$ cat src/hw/rtl/pcst_pkg.sv
// Shared types and constants for the per-channel current statistics table.
// No dependencies; imported by the interfaces and every module.
package pcst_pkg;

	localparam int NUM_LAMPS_DEF = 16;

	localparam int IDX_W = 4;
	localparam int CUR_W = 16;
	localparam int CNT_W = 16;
	localparam int SUM_W = 32;
	localparam int CFG_IDX_W = 1;
	localparam int CFG_DATA_W = 16;

	// register indexes on the configuration channel
	localparam logic [CFG_IDX_W-1:0] REG_LOW_THRESH = 1'd0;
	localparam logic [CFG_IDX_W-1:0] REG_SAMPLE_TGT = 1'd1;

	localparam logic [CUR_W-1:0] LOW_THRESH_RST = 16'd5;
	localparam logic [CNT_W-1:0] SAMPLE_TGT_RST = 16'd100;
	localparam logic [CNT_W-1:0] CNT_MAX = '1;

	typedef struct packed {
		logic [CUR_W-1:0] max_cur;
		logic [CNT_W-1:0] count;
		logic [SUM_W-1:0] sum;
		logic [CNT_W-1:0] alerts;
	} rec_t;

	// controller -> datapath
	typedef struct packed {
		logic in_ready;
		logic rd_item;
		logic rd_scan;
		logic upd;
		logic scan_start;
		logic load_out;
	} cmd_t;

	// datapath -> controller
	typedef struct packed {
		logic in_fire;
		logic scan_last;
		logic out_free;
	} stat_t;

endpackage

$ cat src/hw/rtl/pcst_sample_if.sv
// Input channel: one current sample tagged with its lamp index.
// Depends on pcst_pkg.
interface pcst_sample_if;
	import pcst_pkg::*;
	logic             valid;
	logic             ready;
	logic [IDX_W-1:0] lamp_index;
	logic [CUR_W-1:0] current;

	modport source (output valid, output lamp_index, output current, input ready);
	modport sink (input valid, input lamp_index, input current, output ready);
endinterface

$ cat src/hw/rtl/pcst_result_if.sv
// Output channel: updated lamp record plus the insufficient flag.
// Depends on pcst_pkg.
interface pcst_result_if;
	import pcst_pkg::*;
	logic             valid;
	logic             ready;
	logic [IDX_W-1:0] lamp_index_out;
	logic [CUR_W-1:0] max_current;
	logic [CNT_W-1:0] sample_count;
	logic [SUM_W-1:0] current_sum;
	logic [CNT_W-1:0] alert_count;
	logic             insufficient;

	modport source (output valid, output lamp_index_out, output max_current,
		output sample_count, output current_sum, output alert_count,
		output insufficient, input ready);
	modport sink (input valid, input lamp_index_out, input max_current,
		input sample_count, input current_sum, input alert_count,
		input insufficient, output ready);
endinterface

$ cat src/hw/rtl/pcst_cfg_if.sv
// Configuration write channel: register index and write data.
// Depends on pcst_pkg.
interface pcst_cfg_if;
	import pcst_pkg::*;
	logic                  valid;
	logic                  ready;
	logic [CFG_IDX_W-1:0]  index;
	logic [CFG_DATA_W-1:0] data;

	modport source (output valid, output index, output data, input ready);
	modport sink (input valid, input index, input data, output ready);
endinterface

$ cat src/hw/rtl/pcst_ctrl.sv
// Sequencer: read-modify-write of one lamp record, then a scan of all records.
// Depends on pcst_pkg; drives pcst_dpath through cmd_t / stat_t.
module pcst_ctrl (
	input  logic            clk,
	input  logic            arst_n,
	input  pcst_pkg::stat_t stat,
	output pcst_pkg::cmd_t  cmd
);
	import pcst_pkg::*;

	localparam logic [2:0] ST_IDLE  = 3'd0;
	localparam logic [2:0] ST_RD    = 3'd1;
	localparam logic [2:0] ST_MOD   = 3'd2;
	localparam logic [2:0] ST_SCAN  = 3'd3;
	localparam logic [2:0] ST_DRAIN = 3'd4;
	localparam logic [2:0] ST_FIN   = 3'd5;

	logic [2:0] state_q;
	logic [2:0] state_nxt;

	always_comb begin
		cmd       = '0;
		state_nxt = state_q;
		case (state_q)
			ST_IDLE: begin
				cmd.in_ready = 1'b1;
				if (stat.in_fire) state_nxt = ST_RD;
			end
			ST_RD: begin
				cmd.rd_item = 1'b1;
				state_nxt   = ST_MOD;
			end
			ST_MOD: begin
				cmd.upd        = 1'b1;
				cmd.scan_start = 1'b1;
				state_nxt      = ST_SCAN;
			end
			ST_SCAN: begin
				cmd.rd_scan = 1'b1;
				if (stat.scan_last) state_nxt = ST_DRAIN;
			end
			ST_DRAIN: begin
				// last scanned entry is compared here
				state_nxt = ST_FIN;
			end
			ST_FIN: begin
				if (stat.out_free) begin
					cmd.load_out = 1'b1;
					state_nxt    = ST_IDLE;
				end
			end
			default: begin
				state_nxt = ST_IDLE;
			end
		endcase
	end

	always_ff @(posedge clk or negedge arst_n) begin
		if (!arst_n) begin
			state_q <= ST_IDLE;
		end else begin
			state_q <= state_nxt;
		end
	end

endmodule

$ cat src/hw/rtl/pcst_dpath.sv
// Datapath: record memory with valid bits, update logic, target scan,
// configuration registers and output register. Depends on pcst_pkg.
module pcst_dpath #(
	parameter int NUM_LAMPS = pcst_pkg::NUM_LAMPS_DEF
) (
	input  logic            clk,
	input  logic            arst_n,
	pcst_sample_if.sink     samples,
	pcst_result_if.source   results,
	pcst_cfg_if.sink        cfg,
	input  pcst_pkg::cmd_t  cmd,
	output pcst_pkg::stat_t stat
);
	import pcst_pkg::*;

	localparam int AW = (NUM_LAMPS > 1) ? $clog2(NUM_LAMPS) : 1;
	localparam logic [AW-1:0] LAST_ADDR = AW'(NUM_LAMPS - 1);

	logic [CUR_W-1:0] low_thresh_q;
	logic [CNT_W-1:0] sample_tgt_q;

	logic [IDX_W-1:0] idx_q;
	logic [CUR_W-1:0] cur_q;

	rec_t             mem [NUM_LAMPS];
	logic [NUM_LAMPS-1:0] valid_q;
	rec_t             rd_data_q;
	logic             rd_vld_q;
	logic [AW-1:0]    rd_addr;
	logic [AW-1:0]    item_addr;
	logic             in_range;

	logic [AW-1:0]    scan_cnt_q;
	logic             chk_q;
	logic             insuf_q;

	rec_t             old_rec;
	rec_t             new_rec;
	rec_t             res_q;

	logic             out_valid_q;
	logic [IDX_W-1:0] out_idx_q;
	rec_t             out_rec_q;
	logic             out_insuf_q;

	assign samples.ready = cmd.in_ready;
	assign cfg.ready     = 1'b1;

	assign stat.in_fire   = samples.valid & cmd.in_ready;
	assign stat.scan_last = (scan_cnt_q == LAST_ADDR);
	assign stat.out_free  = ~out_valid_q | results.ready;

	// configuration registers
	always_ff @(posedge clk or negedge arst_n) begin
		if (!arst_n) begin
			low_thresh_q <= LOW_THRESH_RST;
			sample_tgt_q <= SAMPLE_TGT_RST;
		end else if (cfg.valid) begin
			case (cfg.index)
				REG_LOW_THRESH: low_thresh_q <= cfg.data;
				REG_SAMPLE_TGT: sample_tgt_q <= cfg.data;
				default: begin
				end
			endcase
		end
	end

	always_ff @(posedge clk) begin
		if (stat.in_fire) begin
			idx_q <= samples.lamp_index;
			cur_q <= samples.current;
		end
	end

	assign item_addr = AW'(idx_q);
	assign in_range  = ({{(32-IDX_W){1'b0}}, idx_q} < 32'(NUM_LAMPS));
	assign rd_addr   = cmd.rd_item ? item_addr : scan_cnt_q;

	// record memory, one read port, registered read data
	always_ff @(posedge clk) begin
		rd_data_q <= mem[rd_addr];
		if (cmd.upd && in_range) mem[item_addr] <= new_rec;
	end

	always_ff @(posedge clk or negedge arst_n) begin
		if (!arst_n) begin
			valid_q  <= '0;
			rd_vld_q <= 1'b0;
		end else begin
			rd_vld_q <= valid_q[rd_addr];
			if (cmd.upd && in_range) valid_q[item_addr] <= 1'b1;
		end
	end

	// an entry never written reads as zero
	assign old_rec = rd_vld_q ? rd_data_q : '0;

	always_comb begin
		new_rec = old_rec;
		if (cur_q > old_rec.max_cur) new_rec.max_cur = cur_q;
		if (old_rec.count != CNT_MAX) begin
			new_rec.count = old_rec.count + CNT_W'(1);
			new_rec.sum   = old_rec.sum + SUM_W'(cur_q);
		end
		if (cur_q < low_thresh_q && old_rec.alerts != CNT_MAX)
			new_rec.alerts = old_rec.alerts + CNT_W'(1);
	end

	always_ff @(posedge clk) begin
		if (cmd.upd) res_q <= in_range ? new_rec : '0;
	end

	// scan: any lamp below target keeps the flag set
	always_ff @(posedge clk or negedge arst_n) begin
		if (!arst_n) begin
			scan_cnt_q <= '0;
			chk_q      <= 1'b0;
			insuf_q    <= 1'b0;
		end else begin
			chk_q <= cmd.rd_scan;
			if (cmd.scan_start) begin
				scan_cnt_q <= '0;
				insuf_q    <= 1'b0;
			end else begin
				if (cmd.rd_scan) scan_cnt_q <= scan_cnt_q + AW'(1);
				if (chk_q && old_rec.count < sample_tgt_q) insuf_q <= 1'b1;
			end
		end
	end

	// output register
	always_ff @(posedge clk or negedge arst_n) begin
		if (!arst_n) begin
			out_valid_q <= 1'b0;
		end else if (cmd.load_out) begin
			out_valid_q <= 1'b1;
		end else if (results.ready) begin
			out_valid_q <= 1'b0;
		end
	end

	always_ff @(posedge clk) begin
		if (cmd.load_out) begin
			out_idx_q   <= idx_q;
			out_rec_q   <= res_q;
			out_insuf_q <= insuf_q;
		end
	end

	assign results.valid          = out_valid_q;
	assign results.lamp_index_out = out_idx_q;
	assign results.max_current    = out_rec_q.max_cur;
	assign results.sample_count   = out_rec_q.count;
	assign results.current_sum    = out_rec_q.sum;
	assign results.alert_count    = out_rec_q.alerts;
	assign results.insufficient   = out_insuf_q;

endmodule

$ cat src/hw/rtl/per_channel_current_stats_table.sv
// Channel   Dir  Beat contents
// samples   in   lamp_index, current
// results   out  lamp_index_out, max_current, sample_count, current_sum,
//                alert_count, insufficient
// cfg       in   index, data (0: low current threshold, 1: sample target)
//
// Each sample passes through accept, record read, update/write,
// then one memory read per lamp to check counts against the target.
// Samples are accepted one at a time; the next is taken while a result
// still waits in the output register. Reset clears all records via valid bits.
// A stalled result holds the sequencer only at the hand-over to the output register.
module per_channel_current_stats_table #(
	parameter int NUM_LAMPS = pcst_pkg::NUM_LAMPS_DEF
) (
	input  logic          clk,
	input  logic          arst_n,
	pcst_sample_if.sink   samples,
	pcst_result_if.source results,
	pcst_cfg_if.sink      cfg
);
	import pcst_pkg::*;

	cmd_t  cmd;
	stat_t stat;

	pcst_ctrl u_ctrl (
		.clk    (clk),
		.arst_n (arst_n),
		.stat   (stat),
		.cmd    (cmd)
	);

	pcst_dpath #(
		.NUM_LAMPS (NUM_LAMPS)
	) u_dpath (
		.clk     (clk),
		.arst_n  (arst_n),
		.samples (samples),
		.results (results),
		.cfg     (cfg),
		.cmd     (cmd),
		.stat    (stat)
	);

endmodule

$ cat src/flat_wrapper.sv
// flat-port wrapper written by rule: the top's interface ports become plain ports
module per_channel_current_stats_table_flat import pcst_pkg::*;
#(
	parameter int NUM_LAMPS = pcst_pkg::NUM_LAMPS_DEF
)
  (clk, arst_n, samples_valid, samples_lamp_index, samples_current, samples_ready, results_valid, results_lamp_index_out, results_max_current, results_sample_count, results_current_sum, results_alert_count, results_insufficient, results_ready, cfg_valid, cfg_index, cfg_data, cfg_ready);
  pcst_sample_if samples_i ();
  pcst_result_if results_i ();
  pcst_cfg_if cfg_i ();
  input  logic clk;
  input  logic arst_n;
  input wire logic [$bits(samples_i.valid)-1:0] samples_valid;
  input wire logic [$bits(samples_i.lamp_index)-1:0] samples_lamp_index;
  input wire logic [$bits(samples_i.current)-1:0] samples_current;
  output wire logic [$bits(samples_i.ready)-1:0] samples_ready;
  output wire logic [$bits(results_i.valid)-1:0] results_valid;
  output wire logic [$bits(results_i.lamp_index_out)-1:0] results_lamp_index_out;
  output wire logic [$bits(results_i.max_current)-1:0] results_max_current;
  output wire logic [$bits(results_i.sample_count)-1:0] results_sample_count;
  output wire logic [$bits(results_i.current_sum)-1:0] results_current_sum;
  output wire logic [$bits(results_i.alert_count)-1:0] results_alert_count;
  output wire logic [$bits(results_i.insufficient)-1:0] results_insufficient;
  input wire logic [$bits(results_i.ready)-1:0] results_ready;
  input wire logic [$bits(cfg_i.valid)-1:0] cfg_valid;
  input wire logic [$bits(cfg_i.index)-1:0] cfg_index;
  input wire logic [$bits(cfg_i.data)-1:0] cfg_data;
  output wire logic [$bits(cfg_i.ready)-1:0] cfg_ready;
  assign samples_i.valid = samples_valid;
  assign samples_i.lamp_index = samples_lamp_index;
  assign samples_i.current = samples_current;
  assign samples_ready = samples_i.ready;
  assign results_valid = results_i.valid;
  assign results_lamp_index_out = results_i.lamp_index_out;
  assign results_max_current = results_i.max_current;
  assign results_sample_count = results_i.sample_count;
  assign results_current_sum = results_i.current_sum;
  assign results_alert_count = results_i.alert_count;
  assign results_insufficient = results_i.insufficient;
  assign results_i.ready = results_ready;
  assign cfg_i.valid = cfg_valid;
  assign cfg_i.index = cfg_index;
  assign cfg_i.data = cfg_data;
  assign cfg_ready = cfg_i.ready;
  per_channel_current_stats_table #(.NUM_LAMPS(NUM_LAMPS)) u_core (.clk(clk), .arst_n(arst_n), .samples(samples_i), .results(results_i), .cfg(cfg_i));
endmodule
$ cat config.mk
export PLATFORM = sky130hd
export DESIGN_NAME = per_channel_current_stats_table_flat
export DESIGN_NICKNAME = d
export VERILOG_FILES = /design/src/hw/rtl/pcst_pkg.sv /design/src/hw/rtl/pcst_sample_if.sv /design/src/hw/rtl/pcst_result_if.sv /design/src/hw/rtl/pcst_cfg_if.sv /design/src/hw/rtl/pcst_ctrl.sv /design/src/hw/rtl/pcst_dpath.sv /design/src/hw/rtl/per_channel_current_stats_table.sv /design/src/flat_wrapper.sv
export SDC_FILE = /design/constraint.sdc
export NUM_CORES = 2
export LEC_CHECK = 0
export BUFFER_PORTS_ARGS = -buffer_cell sky130_fd_sc_hd__buf_2
export CAP_MARGIN = 30
export CELL_PAD_IN_SITES_DETAIL_PLACEMENT = 2
export CELL_PAD_IN_SITES_GLOBAL_PLACEMENT = 2
export CORE_UTILIZATION = 40
export CTS_CLUSTER_DIAMETER = 60
export CTS_CLUSTER_SIZE = 40
export DETAILED_ROUTE_END_ITERATION = 12
export PLACE_DENSITY = 0.75
export RECOVER_POWER = 25
export SYNTH_ARGS = -nofsm -noshare
export SYNTH_HDL_FRONTEND = slang
export SYNTH_SLANG_ARGS = --single-unit
$ cat constraint.sdc
create_clock -name clk -period 16.1 [get_ports clk]
set_input_delay 3.22 -clock clk [delete_from_list [all_inputs] [get_ports clk]]
set_output_delay 3.22 -clock clk [all_outputs]
set_load 0.005 [all_outputs]
### Word level (Yosys, flattened, before mapping)

Memory sizes are Yosys's and may differ from the RTL's. A register that Yosys moved wholly into a read port is not among the register bits.
Cells that the tools add are included.

* $add $sub $neg: 4
* order comparisons: 6
* eq/ne operators: 11
* muxes and demuxes: 27
* bitwise gates (word level): 5
* reduce and logical (&&, ||, !) cells: 10

Operators by type and width (number)
* two-way mux 80 bit: 1
* two-way mux 48 bit: 1
* adder 16 x 1 -> 16 bit, second input constant: 2
* adder 32 x 16 -> 32 bit: 1
* less-than comparator 16 bit: 2
* two-way mux 16 bit: 2
* != test 16 bit, second input constant: 2
* case mux 3 bit (6 select lines): 1
* > comparator 16 bit: 1
* bitwise OR 16 bit: 1
* two-way mux 1 bit: 13
* two-way mux 4 bit: 3
* less-than comparator 4 x 5 -> 1 bit, second input constant: 2
* two-way mux 3 bit: 3
* equality test 3 x 2 -> 1 bit, second input constant: 2
* equality test 3 bit, second input constant: 2
* != test 2 x 1 -> 1 bit, second input constant: 3
* nonzero test 2 bit: 3
* adder 4 x 1 -> 4 bit, second input constant: 1
* binary-select mux 1 bit (select 4 bit): 1
* demux 1 bit (select 4 bit): 1
* equality test 4 bit, second input constant: 1
* greater-or-equal comparator 4 x 1 -> 1 bit, second input constant: 1
* AND reduction 2 bit: 2
* other kinds (8): 11

* bits in registers: 244
* memory bits (writable): 1280
* input port bits: 42
* output and inout port bits: 88
* logic and storage cells: 85
* memories: 1

Memory list
* u_core.u_dpath.mem: depth 16, bits a word 80, rd ports 1, clocked after Yosys merged registers in 1, write ports 1, line pcst_dpath.sv:25 `rec_t mem [NUM_LAMPS];`

### Depth between registers and ports, before layout

* word-level depth: 5
* mapped depth: 13
* mapped depth without buffers: 9

### Hierarchy

From an unflattened synthesis, not the netlist that was laid out.

* cells, all modules: 3162
* area, all modules: 61793.0 um^2

By module, submodules not included
* pcst_dpath: times used 1, cells each 3140, area each 61610.3 um^2, sequential area each 47001.3 um^2
* pcst_ctrl: times used 1, cells each 22, area each 182.7 um^2, sequential area each 75.1 um^2

### Worst setup path before layout

OpenSTA, ideal clock, no wires.

* path kind: register to register
* from: register u_core.u_ctrl.state_q[2]
* to: register u_core.u_dpath.valid_q[3]
* setup time: 99 ps
* arrival: 11037 ps
* data required time: 16001 ps
* slack: 4964 ps
* stages on the path, launching flop included: 8
* path buffers: 2
* period minus slack after synthesis: 11136 ps
* cell sequence: dfrtp_1 -> buf_2 -> nand2b_1 -> clkbuf_1 -> nor2_1 -> nand3_1 -> nor3_1 -> or2_2

* longest elaborated chain between the ends: 2

Ends and longest elaborated chain
* from (decl): line pcst_ctrl.sv:18 `logic [2:0] state_q;`
* from (signal assigned): line pcst_ctrl.sv:62 `state_q <= state_nxt;`
* equality test 3 x 2 -> 1 bit: line pcst_ctrl.sv:24 `case (state_q)`
* two-way mux 2 bit: line pcst_ctrl.sv:24
* to (signal assigned): line pcst_dpath.sv:87 `valid_q <= '0;`
* to (signal, indexed assignment): line pcst_dpath.sv:91 `if (cmd.upd && in_range) valid_q[item_addr] <= 1'b1;`
* to (decl): line pcst_dpath.sv:26 `logic [NUM_LAMPS-1:0] valid_q;`

Every way passes these cells.
A chain may end at the register's enable or synchronous reset.

### Final worst setup path

* from: register u_core.u_ctrl.state_q[2]
* to: memory u_core.u_dpath.mem[6][13] (netlist name), enable pin

* longest elaborated chain between the ends: 4

Ends and longest elaborated chain
* equality test 3 x 2 -> 1 bit: line pcst_ctrl.sv:24
* two-way mux 2 bit: line pcst_ctrl.sv:24
* two-way mux 1 bit: line pcst_dpath.sv:82 `if (cmd.upd && in_range) mem[item_addr] <= new_rec;`
* two-way mux 1 bit (not written as such): line pcst_dpath.sv:82
* to (decl): line pcst_dpath.sv:25

Every way passes these cells.

==> metrics <==
slowest stage delay, CP=2930 ps; CTS H-tree depth=3; Die ar.=0.1544 sq mm; Synth cell types=60; area share of the largest cell type after synthesis=71.96%; grt ovf=0; first-pass GRT wire length=286.3 mm; DRT Wirelength=slightly above 200 mm; critical-path maximum fanout=45; sequential fraction of the synthesis area=~77%; Final GP Congestion=0.7726; synth warn=0; Initial Util=between 40% and 50%; Critical Path Start Type=register; Top FF cell, synth=edfxtp_1; initial antenna violation count=7; Pwr Total=approximately 12 mW; clock root buffer master=clkbuf_16; Least-Margin Pin Slew=around 4200 ps; Filler cells=13660; via/cell ratio=6.191; setup bufs post-CTS=0; dpl hpwl=112.6 mm; DR WL met3=15.41 mm; Clock Skews=62.90 ps; Setup TNS=0 ps; initial drt markers=4057; Ports=130; max layer used=met5; met2 WL post-DR=roughly 100 mm; crit path DAT=9910 ps; share of synthesized flip-flops with an asynchronous set or reset=3.678%; cts bufs inserted=121; violated checks=capacitance limit, slew limit; Total Nets Final=3369; GRT Util Overall=26.62%; most frequent cells after synthesis=1465 x edfxtp_1, 324 x mux4_2, 169 x nand2_1, 162 x a22oi_1, 80 x dfxtp_1; Area growth, synth to finish=13.34%; maximum clock path buffer count=3; Core ar.=0.1519 sq mm; normalized max-slew margin=-183.0%; share of cells above drive strength 1=25.58%; Avg Cell Area, Syn=20.37 sq um; syn nets=approximately 3100; wire length per cell=37.97 microns; largest cells by area after synthesis=edfxtp_1 72%, mux4_2 12%, dfxtp_1 2.6%, dfrtp_1 2.2%, a22oi_1 2.0%; Finish-stage setup viols=0; Buf/Inv on CP=3; Hold Fails Final Rpt=0; CP endpoint kind=register; power per cell area=174.3 mW/mm^2; Mapped Area=around 0.06 sq mm; Max-Cap Viols=28; Worst EP required=roughly 17000 ps; FF+latch count, synth=1604; cell taking the most area after synthesis=edfxtp_1; die height=392.9 microns; Static Leak=22.94 nW; Worst-path clk slew=90 ps; Post-Layout Inst Area=0.06929 sq mm; Final min period=9509 ps; DRC=0; DR pass1 iterations=8; unrepaired setup endpoints after global routing=no; Port Buffer Count=between 100 and 150; crit-path leading delay family=buffers and inverters; cell with the most instances after synthesis=edfxtp_1; # clock sinks=about 1600; Worst IR Drop VDD=0.1754 mV; period utilization=59.06%; via count=about 33000; Mapped Cells=3001; TritonCTS clock tree=yes; Slew Limit Fails=812; CTS Hold Bufs=0; CP Class=register to register; Final ANT Viol Nets=0; Clk Latency, worst-skew pair=approximately 800 ps; Post-CTS Resized=0; Chip Width=392.9 microns; hold crit path type=register to register; Cell Area, Placed=roughly 0.065 sq mm; pin count of the biggest net entering global routing=around 150; outcome=finished with violations; DRT met1 WL=78.20 mm; Crit-path slowest cell=clkbuf_1; Fmax achieved=105.2 MHz; worst path cell trace=nand2b_1 > nor2_4 > clkbuf_1 > nand3b_1 > nor2_4 > clkbuf_1 > buf_4; number of synthesized flops with an enable pin=1465; vias in the first global route=36100; # rows=approximately 140
[layout make-up]
type / count / area, sq um / share of cell area (%)
timing repair buffer: 274 / 1709 / 2.467
tap: 2030 / 2540 / 3.666
clock inverter: 99 / 1224 / 1.766
inverter: 59 / 221.5 / 0.3196
antenna: 5 / 12.51 / 0.01806
multi-input combinational: 1201 / 13340 / 19.25
clock buffer: 133 / 3167 / 4.570
sequential: 1604 / 47080 / 67.94
[sequential cells by signal (all words and copies together), names as in the netlist, 32 cells and up]
register,flops
u_core.u_dpath.results.current_sum,32
u_core.u_dpath.rd_data_q,80
u_core.u_dpath.mem,1280
u_core.u_dpath.res_q,80
[where the power goes]
| part | total, mW | switching, mW | internal [mW] | leakage, nW |
|---|---|---|---|---|
| logic | 3.41 | 2.06 | 1.35 | 6.05 |
| registers | 5.27 | 0.186 | 5.08 | 14.8 |
| clock network | 3.41 | 1.77 | 1.63 | 2.11 |
| total | 12.1 | 4.02 | 8.06 | 22.9 |
[worst register-to-register path: stages (launching register included)]
cell	delay [ps]
dfrtp_1	500
nand2b_1	400
nor2_4	160
clkbuf_1	2720
nand3b_1	920
nor2_4	260
clkbuf_1	2930
buf_4	1210
[final timing paths]
| kind | depth (start not counted) | start | endpoint | slack, ps |
|---|---|---|---|---|
| setup / recovery | 7 | u_core.u_ctrl.state_q[2] | u_core.u_dpath.mem[6][13] | 6590 |
| hold / removal | 0 | u_core.u_dpath.res_q[67] | u_core.u_dpath.results.max_current[3] | 410 |
| setup reg to reg | 7 | u_core.u_ctrl.state_q[2] | u_core.u_dpath.mem[6][13] | 6590 |
| hold reg to reg | 0 | u_core.u_dpath.res_q[67] | u_core.u_dpath.results.max_current[3] | 410 |
| max in group asynchronous | 2 | arst_n | u_core.u_dpath.sample_tgt_q[1] | 10520 |
| min in group asynchronous | 2 | arst_n | u_core.u_dpath.low_thresh_q[5] | 3670 |
[stage by stage]
step           setup slack, ps  util, %  cells  hold WS, ps
6_report                  6591    45.62   5405        405.1
5_1_grt                   6421    45.61   5400        429.5
4_1_cts                  10060    45.71   5395        406.1
3_5_place_dp             10110    42.82   5163        405.2
3_3_place_gp             10420    42.51   5110        400.7
2_1_floorplan             4964        -   3001        400.3
[per-layer routing]
metal / vias to the layer above / global-route usage, %
li1: 12790 / -
met5: - / 0
met1: 18290 / 33.75
met4: 2 / 10.13
met2: 1884 / 45.58
met3: 495 / 4.680
[cell usage in the layout, fill, tap and decap left out, types with 35 or more instances in the layout]
cell,count
clkbuf_16,124
buf_2,121
a22oi_1,162
nand2_1,169
a21oi_1,46
and2_1,35
clkbuf_1,42
nor2_1,39
dfrtp_1,54
edfxtp_1,1465
o21ai_0,35
mux4_2,324
inv_1,58
buf_4,111
ha_1,65
dfxtp_1,80
[kinds of logic (layout without fill, tap and decap cells)]
family                     after synthesis  after routing  synth area share [%]
muxes                                  375            375                 12.82
and+or+nand+nor                        404            404                 3.195
xor gates and xnor gates                40             40                0.5731
adders and majority gates               66             66                 1.363
DFF                                   1604           1604                 77.00
other                                    1              6              0.006134
AOI/OAI and AO/OA                      315            315                 3.586
buffers and inverters                  196            565                 1.451
Power figures use the tool's default switching activity.
